## src/design/psita_pkg.sv

```systemverilog
// ----------------------------------------------------------------------------
// psita_pkg
// Types and constants shared by the PSI table section assembler.
// ----------------------------------------------------------------------------
package psita_pkg;

    localparam int MAX_SECTIONS = 256;
    localparam int SEC_IDX_W    = $clog2(MAX_SECTIONS);
    localparam int SEC_W        = 8;
    localparam int CNT_W        = 9;
    localparam int CFG_IDX_W    = 1;

    localparam logic [SEC_W-1:0] RESET_TABLE_ID = 8'hFF;

    localparam logic [CFG_IDX_W-1:0] CFG_ALLOW_REPLACE = 1'b0;
    localparam logic [CFG_IDX_W-1:0] CFG_ALLOW_GROW    = 1'b1;

    typedef enum logic [2:0] {
        ST_ADDED    = 3'd0,
        ST_REPLACED = 3'd1,
        ST_INVALID  = 3'd2,
        ST_OTHER    = 3'd3,
        ST_SIZE     = 3'd4,
        ST_DUP      = 3'd5,
        ST_CLEARED  = 3'd6
    } t_status;

    typedef struct packed {
        logic             mode;
        logic             section_ok;
        logic [7:0]       table_id;
        logic [15:0]      table_id_ext;
        logic [4:0]       version_number;
        logic [SEC_W-1:0] section_number;
        logic [SEC_W-1:0] last_section_number;
    } t_in;

    typedef struct packed {
        logic             accepted;
        t_status          status;
        logic             table_complete;
        logic [CNT_W-1:0] missing_sections;
        logic [SEC_W-1:0] table_last_section;
        logic [SEC_W-1:0] adjusted_last_section;
    } t_out;

    typedef struct packed {
        logic allow_replace;
        logic allow_grow;
    } t_cfg;

endpackage

```

## src/design/psita_core.sv

```systemverilog
// ----------------------------------------------------------------------------
// psita_core
// Table state (identity, size, missing count, presence map) and the
// combinational section check and the registered update. The presence map
// is a memory read with registered data when an item is loaded, and zeroed
// one entry per cycle after reset and after a clear.
// ----------------------------------------------------------------------------
module psita_core (
    input  logic                            i_clk,
    input  logic                            i_rst_n,
    input  logic                            i_step,
    input  psita_pkg::t_in                  i_item,
    input  psita_pkg::t_cfg                 i_cfg,
    input  logic                            i_load,
    input  logic [psita_pkg::SEC_IDX_W-1:0] i_load_idx,
    output logic                            o_busy,
    output psita_pkg::t_out                 o_res
);
    import psita_pkg::*;

    localparam logic [CNT_W-1:0] MAX_SEC_CNT = CNT_W'(MAX_SECTIONS);

    logic                    r_mem [MAX_SECTIONS];
    logic                    r_present;
    logic                    r_busy;
    logic [SEC_IDX_W-1:0]    r_clr_addr;
    logic [7:0]              r_tid;
    logic [15:0]             r_ext;
    logic [4:0]              r_ver;
    logic [CNT_W-1:0]        r_size;
    logic [CNT_W-1:0]        r_missing;
    logic                    r_complete;

    logic [CNT_W-1:0]        n_size;
    logic [CNT_W-1:0]        n_missing;
    logic                    n_complete;
    logic                    n_map_set;
    logic                    n_take_id;
    logic                    n_commit;

    logic [SEC_IDX_W-1:0]    w_idx;
    logic [CNT_W-1:0]        w_lsn;
    logic [CNT_W-1:0]        w_size_new;
    logic [CNT_W-1:0]        w_grown;
    logic [CNT_W-1:0]        w_size_m1;
    logic                    w_empty;
    logic                    w_invalid;
    logic                    w_other;
    logic                    w_size_diff;
    logic                    w_present;
    logic                    w_bypass;
    logic                    w_clr_last;
    t_status                 w_status;

    assign o_busy     = r_busy;
    assign w_bypass   = i_step && n_map_set && (w_idx == i_load_idx);
    assign w_clr_last = (r_clr_addr == SEC_IDX_W'(MAX_SECTIONS - 1));

    always_comb begin
        w_idx       = i_item.section_number[SEC_IDX_W-1:0];
        w_lsn       = {1'b0, i_item.last_section_number};
        w_size_new  = w_lsn + CNT_W'(1);
        w_empty     = (r_size == '0);
        w_invalid   = !i_item.section_ok
                      || (i_item.section_number > i_item.last_section_number)
                      || (w_lsn >= MAX_SEC_CNT);
        w_other     = !w_empty && ((i_item.table_id != r_tid)
                      || (i_item.table_id_ext != r_ext)
                      || (i_item.version_number != r_ver));
        w_size_diff = !w_empty && (w_size_new != r_size);
        w_present   = r_present;
        w_grown     = r_missing + w_size_new - r_size;

        n_size      = r_size;
        n_missing   = r_missing;
        n_complete  = r_complete;
        n_map_set   = 1'b0;
        n_take_id   = 1'b0;
        n_commit    = 1'b0;
        w_status    = ST_ADDED;

        priority if (i_item.mode) begin
            w_status   = ST_CLEARED;
            n_size     = '0;
            n_missing  = '0;
            n_complete = 1'b0;
        end else if (w_invalid) begin
            w_status = ST_INVALID;
        end else if (w_other) begin
            w_status = ST_OTHER;
        end else if (w_size_diff && !i_cfg.allow_grow) begin
            w_status = ST_SIZE;
        end else begin
            n_commit = 1'b1;
            if (w_empty) begin
                n_take_id = 1'b1;
                n_size    = w_size_new;
                n_missing = w_size_new;
            end else if (w_size_diff && (w_size_new > r_size)) begin
                n_size    = w_size_new;
                n_missing = w_grown;
            end
            if (!w_present) begin
                n_map_set = 1'b1;
                n_missing = n_missing - CNT_W'(1);
                w_status  = ST_ADDED;
            end else if (i_cfg.allow_replace) begin
                w_status = ST_REPLACED;
            end else begin
                w_status = ST_DUP;
            end
            n_complete = (n_missing == '0);
        end

        w_size_m1 = n_size - CNT_W'(1);

        o_res.accepted              = (w_status == ST_ADDED) || (w_status == ST_REPLACED);
        o_res.status                = w_status;
        o_res.table_complete        = n_complete;
        o_res.missing_sections      = n_missing;
        o_res.table_last_section    = (n_size == '0) ? '0 : w_size_m1[SEC_W-1:0];
        o_res.adjusted_last_section = o_res.accepted ? w_size_m1[SEC_W-1:0] : '0;
    end

    always_ff @(posedge i_clk) begin
        if (r_busy) begin
            r_mem[r_clr_addr] <= 1'b0;
        end else if (i_step && n_map_set) begin
            r_mem[w_idx] <= 1'b1;
        end
        if (i_load) begin
            r_present <= w_bypass ? 1'b1 : r_mem[i_load_idx];
        end
    end

    always_ff @(posedge i_clk) begin
        if (!i_rst_n) begin
            r_busy     <= 1'b1;
            r_clr_addr <= '0;
        end else if (r_busy) begin
            r_clr_addr <= r_clr_addr + SEC_IDX_W'(1);
            if (w_clr_last) begin
                r_busy <= 1'b0;
            end
        end else if (i_step && i_item.mode) begin
            r_busy     <= 1'b1;
            r_clr_addr <= '0;
        end
    end

    always_ff @(posedge i_clk) begin
        if (!i_rst_n) begin
            r_tid      <= RESET_TABLE_ID;
            r_ext      <= '0;
            r_ver      <= '0;
            r_size     <= '0;
            r_missing  <= '0;
            r_complete <= 1'b0;
        end else if (i_step) begin
            r_size     <= n_size;
            r_missing  <= n_missing;
            r_complete <= n_complete;
            if (i_item.mode) begin
                r_tid <= RESET_TABLE_ID;
                r_ext <= '0;
                r_ver <= '0;
            end else if (n_commit) begin
                if (n_take_id) begin
                    r_tid <= i_item.table_id;
                    r_ext <= i_item.table_id_ext;
                    r_ver <= i_item.version_number;
                end
            end
        end
    end

endmodule

```

## src/design/psi_table_section_assembler_top.sv

```systemverilog
// ----------------------------------------------------------------------------
// psi_table_section_assembler_top
// Tracks the assembly of one PSI table from its section headers.
//
//   channel   signals                                       direction
//   in        i_in_valid / o_in_ready / i_in_data           section or clear
//   out       o_out_valid / i_out_ready / o_out_data        one result each
//   cfg       i_cfg_valid / o_cfg_ready / i_cfg_index,data  register write
//
// One section per cycle unless the output stalls or the map is being zeroed;
// a beat is registered at input, then its result in the result register.
// The table update runs between the input register and the result register.
// Reset starts a pass that zeroes the 256-entry presence map one entry per
// cycle; the input opens when the pass ends.
// A clear holds the input off through its update and the pass that follows.
// A stalled result holds both registers; outside these, the input takes a new
// beat whenever its register is empty or moves on.
// ----------------------------------------------------------------------------
module psi_table_section_assembler_top (
    input  logic                           i_clk,
    input  logic                           i_rst_n,
    input  logic                           i_in_valid,
    output logic                           o_in_ready,
    input  psita_pkg::t_in                 i_in_data,
    output logic                           o_out_valid,
    input  logic                           i_out_ready,
    output psita_pkg::t_out                o_out_data,
    input  logic                           i_cfg_valid,
    output logic                           o_cfg_ready,
    input  logic [psita_pkg::CFG_IDX_W-1:0] i_cfg_index,
    input  logic                           i_cfg_data
);
    import psita_pkg::*;

    logic r_in_vld;
    t_in  r_in;
    logic r_out_vld;
    t_out r_out;
    t_cfg r_cfg;

    logic w_adv;
    logic w_step;
    logic w_load;
    logic w_busy;
    t_out w_res;

    assign w_adv       = !r_out_vld || i_out_ready;
    assign w_step      = r_in_vld && w_adv;
    assign o_in_ready  = !w_busy && !(w_step && r_in.mode) && (!r_in_vld || w_adv);
    assign w_load      = i_in_valid && o_in_ready;
    assign o_out_valid = r_out_vld;
    assign o_out_data  = r_out;
    assign o_cfg_ready = 1'b1;

    psita_core u_core (
        .i_clk      (i_clk),
        .i_rst_n    (i_rst_n),
        .i_step     (w_step),
        .i_item     (r_in),
        .i_cfg      (r_cfg),
        .i_load     (w_load),
        .i_load_idx (i_in_data.section_number[SEC_IDX_W-1:0]),
        .o_busy     (w_busy),
        .o_res      (w_res)
    );

    always_ff @(posedge i_clk) begin
        if (!i_rst_n) begin
            r_in_vld <= 1'b0;
        end else if (o_in_ready) begin
            r_in_vld <= i_in_valid;
        end else if (w_step) begin
            r_in_vld <= 1'b0;
        end
    end

    always_ff @(posedge i_clk) begin
        if (w_load) begin
            r_in <= i_in_data;
        end
    end

    always_ff @(posedge i_clk) begin
        if (!i_rst_n) begin
            r_out_vld <= 1'b0;
        end else if (w_step) begin
            r_out_vld <= 1'b1;
        end else if (i_out_ready) begin
            r_out_vld <= 1'b0;
        end
    end

    always_ff @(posedge i_clk) begin
        if (w_step) begin
            r_out <= w_res;
        end
    end

    always_ff @(posedge i_clk) begin
        if (!i_rst_n) begin
            r_cfg <= '0;
        end else if (i_cfg_valid && o_cfg_ready) begin
            unique case (i_cfg_index)
                CFG_ALLOW_REPLACE: begin
                    r_cfg.allow_replace <= i_cfg_data;
                end
                CFG_ALLOW_GROW: begin
                    r_cfg.allow_grow <= i_cfg_data;
                end
            endcase
        end
    end

`ifndef SYNTHESIS
    a_in_hold: assert property (@(posedge i_clk) disable iff (!i_rst_n)
        (r_in_vld && !w_adv) |=> (r_in_vld && $stable(r_in)))
        else $error("input register lost a waiting beat");

    a_accept_status: assert property (@(posedge i_clk) disable iff (!i_rst_n)
        r_out_vld |-> (r_out.accepted ==
            ((r_out.status == ST_ADDED) || (r_out.status == ST_REPLACED))))
        else $error("accepted flag disagrees with status");

    a_complete_count: assert property (@(posedge i_clk) disable iff (!i_rst_n)
        (r_out_vld && r_out.table_complete) |-> (r_out.missing_sections == '0))
        else $error("table complete with sections missing");

    a_clear_result: assert property (@(posedge i_clk) disable iff (!i_rst_n)
        (r_out_vld && (r_out.status == ST_CLEARED)) |->
            ((r_out.missing_sections == '0) && (r_out.table_last_section == '0)
             && !r_out.table_complete))
        else $error("clear left table state behind");

    a_no_step_clearing: assert property (@(posedge i_clk) disable iff (!i_rst_n)
        w_busy |-> !w_step)
        else $error("table step while presence map is being zeroed");
`endif

endmodule

```

## config.mk

```make
export PLATFORM = sky130hd
export DESIGN_NAME = psi_table_section_assembler_top
export DESIGN_NICKNAME = d
export VERILOG_FILES = /design/src/design/psita_pkg.sv /design/src/design/psita_core.sv /design/src/design/psi_table_section_assembler_top.sv
export SDC_FILE = /design/constraint.sdc
export NUM_CORES = 1
export LEC_CHECK = 0
export ABC_AREA = 0
export BUFFER_PORTS_ARGS = -buffer_cell sky130_fd_sc_hd__buf_2
export CAP_MARGIN = 20
export CORE_ASPECT_RATIO = 1.1
export CORE_MARGIN = 4
export CORE_UTILIZATION = 62
export DETAILED_ROUTE_END_ITERATION = 8
export PLACE_DENSITY_LB_ADDON = 0.05
export SETUP_SLACK_MARGIN = 0.05
export SLEW_MARGIN = 20
export SYNTH_ARGS = -nofsm -noshare
export SYNTH_HDL_FRONTEND = slang
export SYNTH_HIERARCHICAL = 1
export SYNTH_SLANG_ARGS = --single-unit
```

## constraint.sdc

```tcl
create_clock -name i_clk -period 8.5 [get_ports i_clk]
set_input_delay 1.7 -clock i_clk [delete_from_list [all_inputs] [get_ports i_clk]]
set_output_delay 1.7 -clock i_clk [all_outputs]
set_load 0.02 [all_outputs]
```

==> run summary, run 1 <==
### Run status
* completed — run status

### Power
* 190.0 nW/um^2 — total power density per cell area
* 0.2167 mV — peak supply drop
* 6.216 nW — Leakage

### Synthesis
* 395 — flops & latches, synth
* 12.98 um^2 — syn avg cell area
* 60.95% — Seq/Total Area, Yosys
* sky130_fd_sc_hd__edfxtp_1 54%, sky130_fd_sc_hd__mux4_2 10%, sky130_fd_sc_hd__nor2_1 7.0% — dominant cells by area after synthesis
* 18,460 um^2 — total standard cell area after synthesis
* sky130_fd_sc_hd__nor2_1 — most frequent cell after synthesis
* 1,422 — Post-Syn Instances
* sky130_fd_sc_hd__edfxtp_1 — flip-flop cell with the highest count after synthesis
* 74 — distinct cell type count after synthesis
* 0% — share of flip-flops with an asynchronous set or reset
* 54.34% — area share of the leading cell type in the synthesized netlist
* 6 — number of warnings printed during yosys synthesis
* 1,514 — Synth Net Count
* 342 x sky130_fd_sc_hd__nor2_1, 334 x sky130_fd_sc_hd__edfxtp_1, 85 x sky130_fd_sc_hd__mux4_2 — synth cell count leaders
* 334 — number of synthesized flops with an enable pin
* sky130_fd_sc_hd__edfxtp_1 — cell taking the most area after synthesis

### CTS
* 0 — buffers inserted by post-CTS timing repair
* 0.54 ns — worst-skew pair later-pin latency
* 3 — clock tree buffer depth
* 0 — post-cts resize count
* 0.06 ns — register clock-pin slew on the reported worst setup and hold paths
* 395 — clk sinks
* 0 — cts-stage hold buffer count
* yes — clock tree from TritonCTS
* 2 — H-tree depth
* 40 — Num CTS Buffers
* sky130_fd_sc_hd__clkbuf_16 — CTS root buffer

### Setup path
* reg -> reg — critical path type
* register — launching element type of the critical path
* sky130_fd_sc_hd__ha_1 — Most common cell on crit path
* register — type of element capturing the critical path
* sky130_fd_sc_hd__a221oi_1 — slowest cell on the critical path
* 6.34 ns — critical path arrival
* 0.65 ns — biggest cell delay along the critical path
* 9 — worst-path maximum fanout
* 8.84 ns — Worst Path Required
* ha_1 > nand3_1 > xnor2_1 > ha_1 > a21oi_1 > o21ai_1 > a2111oi_2 > nor2_1 > a221oi_1 > ha_1 > nand2_1 > a311o_1 > a22oi_1 > o211ai_1 > or4_1 > a2111o_1 > o32ai_1 — worst-path cell chain

### Cells and area
* 0 — ANT cells
* 10.94% — signed area change from the synthesized netlist to the final layout
* 20,480 um^2 — post-route cell area
* 1,580 — Net count, final
* 18.04% — fraction of layout instances using a drive strength above 1

### Placed design
* 0.9302 — routability-driven placement congestion ratio
* 19,200 um^2 — placed cell areas
* 26,850 um — HPWL after DPL
* 85 — Port Buf Inserts

### Timing
* false — setup repair after global routing missed its margin
* 6.004 ns — final worst path period need
* 0.01490 ns — setup clock skew after layout
* 0 — max-slew violation total from the final report
* 70.64% — final worst path period share
* 1.032 ns — actual slew at the worst max-slew pin
* 0 — Final Hold Fails
* 31.03% — relative slew slack
* 0 — total setup violations reported at the end of the flow
* 0 ns — Total Neg Setup Slack
* 166.6 MHz — timing-limited maximum frequency

### Die
* 172.5 um — die extent in x
* 66 — Rows
* 29,480 um^2 — core region area
* 189.0 um — overall die height
* 32,600 um^2 — full die area
* 87 — number of top-level design ports
* 62.61% — effective utilization at floorplan

### GRT
* 0 — global route total overflow
* 67,790 um — global-route wire length before repair
* 11,790 — vias in the first global route
* 113 — maximum number of pins on one net before global-route repair
* 26.52% — GR Util All Layers
* 0 — number of antenna violations at the first check in global routing

### Route
* 0 — Post-route DRC
* 6 — detailed-router iteration count before antenna repair
* 1,272 — DR iter-0 viols
* 6.329 — mean number of vias per cell
* 22.84 um — drt wl/cell
* 0 — remaining antenna violation count
* 11,980 — count of vias placed by the detailed router
* 43,230 um — wirelength, routed

### Flow run
* 0 — max-capacitance violation count

### Worst hold path
* reg -> reg — Hold WC Path Type

-- through the flow --
step           instances  total power [mW]  setup slack, ns  util, %  hold slack [ns]
6_report            1893             3.891            2.496    69.46           0.5016
5_1_grt             1893             4.012            1.981    69.46           0.5148
4_1_cts             1892             3.922            2.571    69.42           0.4989
3_5_place_dp        1819             2.231            2.593    65.13           0.4813
3_3_place_gp        1819             2.231            2.859    65.13           0.4716
2_1_floorplan       1422             2.189           0.5276        -           0.4433
-- area by class of cell --
class | count | area (um^2)
clock buffer | 54 | 1116
clock inverter | 19 | 150.1
fill | 2069 | 9004
inverter | 33 | 123.9
multi-input combinational | 913 | 6787
sequential | 395 | 11250
tap | 374 | 467.9
timing repair buffer | 105 | 581.8
-- critical path, delay by kind of cell (launching register included) --
| family | cells | cell delay [ns] |
|---|---|---|
| adders and majority gates | 3 | 0.93 |
| and+or+nand+nor | 4 | 0.94 |
| AOI/OAI and AO/OA | 9 | 2.78 |
| DFF | 1 | 0.54 |
| xor gates and xnor gates | 1 | 0.62 |
-- state kept, by name, indices dropped and copies added (netlist names), 2 cells and up --
register           count
o_out_data            30
r_cfg                  2
r_in                  47
u_core/r_clr_addr      8
u_core/r_ext          16
u_core/r_mem         256
u_core/r_missing       9
u_core/r_size          9
u_core/r_tid           8
u_core/r_ver           5
-- layout by cell type (no fill, tap or decap), types with 8 or more instances in the layout --
cell | netlist | layout
sky130_fd_sc_hd__a21oi_1 | 28 | 28
sky130_fd_sc_hd__dfxtp_1 | 61 | 61
sky130_fd_sc_hd__a22oi_1 | 29 | 29
sky130_fd_sc_hd__and3_1 | 9 | 8
sky130_fd_sc_hd__o21a_1 | 8 | 8
sky130_fd_sc_hd__mux2i_1 | 16 | 16
sky130_fd_sc_hd__o21ai_0 | 18 | 17
sky130_fd_sc_hd__inv_1 | 32 | 32
sky130_fd_sc_hd__clkbuf_16 | 0 | 42
sky130_fd_sc_hd__nor2_1 | 342 | 342
sky130_fd_sc_hd__mux4_2 | 85 | 85
sky130_fd_sc_hd__a211oi_1 | 8 | 8
sky130_fd_sc_hd__buf_2 | 7 | 84
sky130_fd_sc_hd__edfxtp_1 | 334 | 334
sky130_fd_sc_hd__nand2b_1 | 12 | 12
sky130_fd_sc_hd__ha_1 | 30 | 30
sky130_fd_sc_hd__xor2_1 | 12 | 12
sky130_fd_sc_hd__buf_4 | 2 | 20
sky130_fd_sc_hd__fa_1 | 8 | 8
sky130_fd_sc_hd__nand3_1 | 21 | 21
sky130_fd_sc_hd__clkinv_1 | 1 | 8
sky130_fd_sc_hd__clkbuf_1 | 69 | 10
sky130_fd_sc_hd__o31ai_1 | 10 | 10
sky130_fd_sc_hd__clkinv_2 | 0 | 8
sky130_fd_sc_hd__nand2_1 | 72 | 72
sky130_fd_sc_hd__nor3_1 | 18 | 17
sky130_fd_sc_hd__xnor2_1 | 50 | 50
sky130_fd_sc_hd__nand4_1 | 16 | 16
sky130_fd_sc_hd__nand3b_1 | 8 | 8
sky130_fd_sc_hd__o21ai_1 | 11 | 12
sky130_fd_sc_hd__o22ai_1 | 11 | 11
-- cells by family (layout without fill, tap and decap cells) --
logic type,count (synthesis),after routing,synth area share (%)
compound gates,162,162,6.108
flops,395,395,60.95
buf+inv,114,211,2.447
xor+xnor,62,62,2.942
simple gates,544,544,13.08
fa+ha+maj,38,38,2.901
mux,106,106,11.54
other cells,1,1,0.02032
-- worst paths after layout --
kind / slack, ns / endpoint / start / depth (start not counted)
worst max-delay path: 2.50 / o_out_data[25] / r_in[0] / 17
worst min-delay path: 0.50 / u_core/r_complete / u_core/r_complete / 2
worst max register to register: 2.50 / o_out_data[25] / r_in[0] / 17
worst min register to register: 0.50 / u_core/r_complete / u_core/r_complete / 2
-- power by group --
group | switching, mW | internal [mW] | total (mW)
sequential | 0.00359 | 2.08 | 2.08
combinational | 0.0669 | 0.0418 | 0.109
clock | 0.718 | 0.983 | 1.70
-- layer usage --
metal | track usage (%) | up-vias | wire (um)
met3 | 4.513 | 102 | 3071
met1 | 36.17 | 6011 | 17610
met5 | 0 | - | 0
met2 | 44.46 | 476 | 21070
li1 | - | 5392 | -
met4 | 8.477 | 0 | 1486
Note: power is estimated with default switching activity, not from simulation.
==> run 2, diff against run 1 <==
==> constraint.sdc (replaced) <==
create_clock -name i_clk -period 5.8 [get_ports i_clk]
set_input_delay 1.16 -clock i_clk [delete_from_list [all_inputs] [get_ports i_clk]]
set_output_delay 1.16 -clock i_clk [all_outputs]
set_load 0.02 [all_outputs]
==> run summary, run 2 (synthesis gave the netlist of run 1 again) <==
### Die
* 32,600 um^2 — full die area
* 66 — Rows
* 172.5 um — die extent in x
* 29,480 um^2 — core region area
* 62.61% — effective utilization at floorplan
* 87 — number of top-level design ports
* 189.0 um — overall die height

### Timing
* 0.01734 ns — setup clock skew after layout
* 192.8 MHz — timing-limited maximum frequency
* false — setup repair after global routing missed its margin
* 27.23% — relative slew slack
* 0 — Final Hold Fails
* 0.6121 ns — final setup slack of the worst path
* 1.091 ns — actual slew at the worst max-slew pin
* 0 — total setup violations reported at the end of the flow
* 89.45% — final worst path period share
* 5.188 ns — final worst path period need
* 0 ns — Total Neg Setup Slack
* 0 — max-slew violation total from the final report

### Cells and area
* sky130_fd_sc_hd__nor2_1 — most common cell after layout, fill and taps aside
* 1,901 — non-filler cells, final
* 11.46% — signed area change from the synthesized netlist to the final layout
* 20,570 um^2 — post-route cell area
* 18.53% — fraction of layout instances using a drive strength above 1
* u_core/r_mem — most flop-heavy register
* 2,107 — Filler Cells Inserted
* 0 — ANT cells
* 342 x sky130_fd_sc_hd__nor2_1, 334 x sky130_fd_sc_hd__edfxtp_1, 85 x sky130_fd_sc_hd__mux4_2 — top library cells by usage in the layout, fill and taps aside
* 1,588 — Net count, final
* 256 — Largest register FFs

### Run status
* completed — run status

### Power
* 4.514 mW — internal power of the cells
* 276.1 nW/um^2 — total power density per cell area
* 1.166 mW — Sw Pwr
* 0.3612 mV — peak supply drop
* 6.279 nW — Leakage
* 2.9% — fraction of power consumed by combinational cells
* 43.4% — clock group share of total power
* 20.53% — net switching fraction of the power
* 53.7% — sequential group share of total power
* 5.680 mW — total power

### Setup path
* 19 — length in cells of the worst reg-to-reg path
* r_in[1] — CP Launch Point
* 5.54 ns — critical path arrival
* o_out_data[25] — RR Endpoint
* register — type of element capturing the critical path
* register — launching element type of the critical path
* 6.15 ns — Worst Path Required
* 6 — worst-path maximum fanout
* r_in[1] — source of the worst register-to-register timing path
* 0.61 ns — setup slack, reg-to-reg
* o_out_data[25] — CP endpoint
* reg -> reg — critical path type

### CTS
* 0.55 ns — worst-skew pair later-pin latency
* 395 — clk sinks
* 0.06 ns — register clock-pin slew on the reported worst setup and hold paths
* 0 — cts-stage hold buffer count
* yes — clock tree from TritonCTS
* 0 — buffers inserted by post-CTS timing repair
* 3 — clock tree buffer depth
* sky130_fd_sc_hd__clkbuf_16 — CTS root buffer
* 0 — post-cts resize count
* 2 — H-tree depth
* 41 — Num CTS Buffers

### Route
* 22.64 um — drt wl/cell
* 7 — detailed-router iteration count before antenna repair
* 0 — Post-route DRC
* 6.301 — mean number of vias per cell
* 0 — remaining antenna violation count
* 1,247 — DR iter-0 viols
* 11,980 — count of vias placed by the detailed router
* 43,040 um — wirelength, routed

### GRT
* 26.23% — GR Util All Layers
* 0 — global route total overflow
* 11,800 — vias in the first global route
* 67,060 um — global-route wire length before repair
* 1 — number of antenna violations at the first check in global routing
* 94 — maximum number of pins on one net before global-route repair

### Placed design
* 85 — Port Buf Inserts
* 19,310 um^2 — placed cell areas
* 0.8915 — routability-driven placement congestion ratio
* 0.6270 ns — dpl ws
* 27,480 um — HPWL after DPL
* 1,827 — Placed Cells incl. Taps

### Worst hold path
* 2 — Worst Hold Depth
* reg -> reg — Hold WC Path Type

### Flow run
* 0 — max-capacitance violation count

-- run 2: area by class of cell --
| cell class | count | area [um^2] | share of cell area [%] |
|---|---|---|---|
| flip-flops and latches | 395 | 11250 | 54.69 |
| multi-input cells | 913 | 6797 | 33.04 |
| clock buffers | 55 | 1119 | 5.437 |
| repair buffers | 112 | 680.7 | 3.309 |
| well taps | 374 | 467.9 | 2.275 |
| clock inverters | 19 | 133.9 | 0.6508 |
| inverters | 33 | 123.9 | 0.6021 |
-- run 2: worst min path at each step --
stage	startpoint	to	slack, ns
floorplan	r_cfg[0]	r_cfg[0]	0.44
global placement	u_core/r_complete	u_core/r_complete	0.47
detailed placement	u_core/r_complete	u_core/r_complete	0.47
CTS	u_core/r_complete	u_core/r_complete	0.49
global route	u_core/r_complete	u_core/r_complete	0.50
finish	u_core/r_complete	u_core/r_complete	0.49
-- run 2: metrics by stage --
stage	utilization, %	hold WS (ns)
2_1_floorplan	-	0.4433
6_report	69.78	0.4939
3_5_place_dp	65.50	0.4699
4_1_cts	69.75	0.4901
5_1_grt	69.78	0.4990
3_3_place_gp	65.50	0.4705
-- run 2: per-layer routing --
layer	global-route usage [%]	part of all wire, %	vias to the layer above
met1	35.16	41	6011
met3	4.313	6.3	88
li1	-	-	5411
met4	8.108	2.9	2
met5	0	0.046	-
met2	44.92	50	466
-- run 2: power by group through the flow --
stage               clock network, mW  registers [mW]  logic [mW]
floorplan                           0            3.11       0.101
global placement                    0            3.11       0.164
detailed placement                  0            3.11       0.164
CTS                              2.51            3.05       0.165
global route                     2.62            3.05       0.175
finish                           2.47            3.05       0.164
-- run 2: worst max-delay path, stage by stage (launching register included) --
cell                        delay [ns]
sky130_fd_sc_hd__edfxtp_1         0.43
sky130_fd_sc_hd__ha_1             0.27
sky130_fd_sc_hd__nand2_1          0.09
sky130_fd_sc_hd__xnor2_1          0.47
sky130_fd_sc_hd__ha_1             0.36
sky130_fd_sc_hd__a211oi_1         0.21
sky130_fd_sc_hd__nor2_1           0.10
sky130_fd_sc_hd__a2111oi_2        0.22
sky130_fd_sc_hd__buf_4            0.20
sky130_fd_sc_hd__nor2_1           0.10
sky130_fd_sc_hd__a221oi_1         0.31
sky130_fd_sc_hd__buf_4            0.19
sky130_fd_sc_hd__ha_1             0.14
sky130_fd_sc_hd__nand2_1          0.08
sky130_fd_sc_hd__a311o_1          0.32
sky130_fd_sc_hd__a22oi_1          0.19
sky130_fd_sc_hd__o211ai_1         0.12
sky130_fd_sc_hd__or4_1            0.53
sky130_fd_sc_hd__a2111o_1         0.43
sky130_fd_sc_hd__o32ai_1          0.24
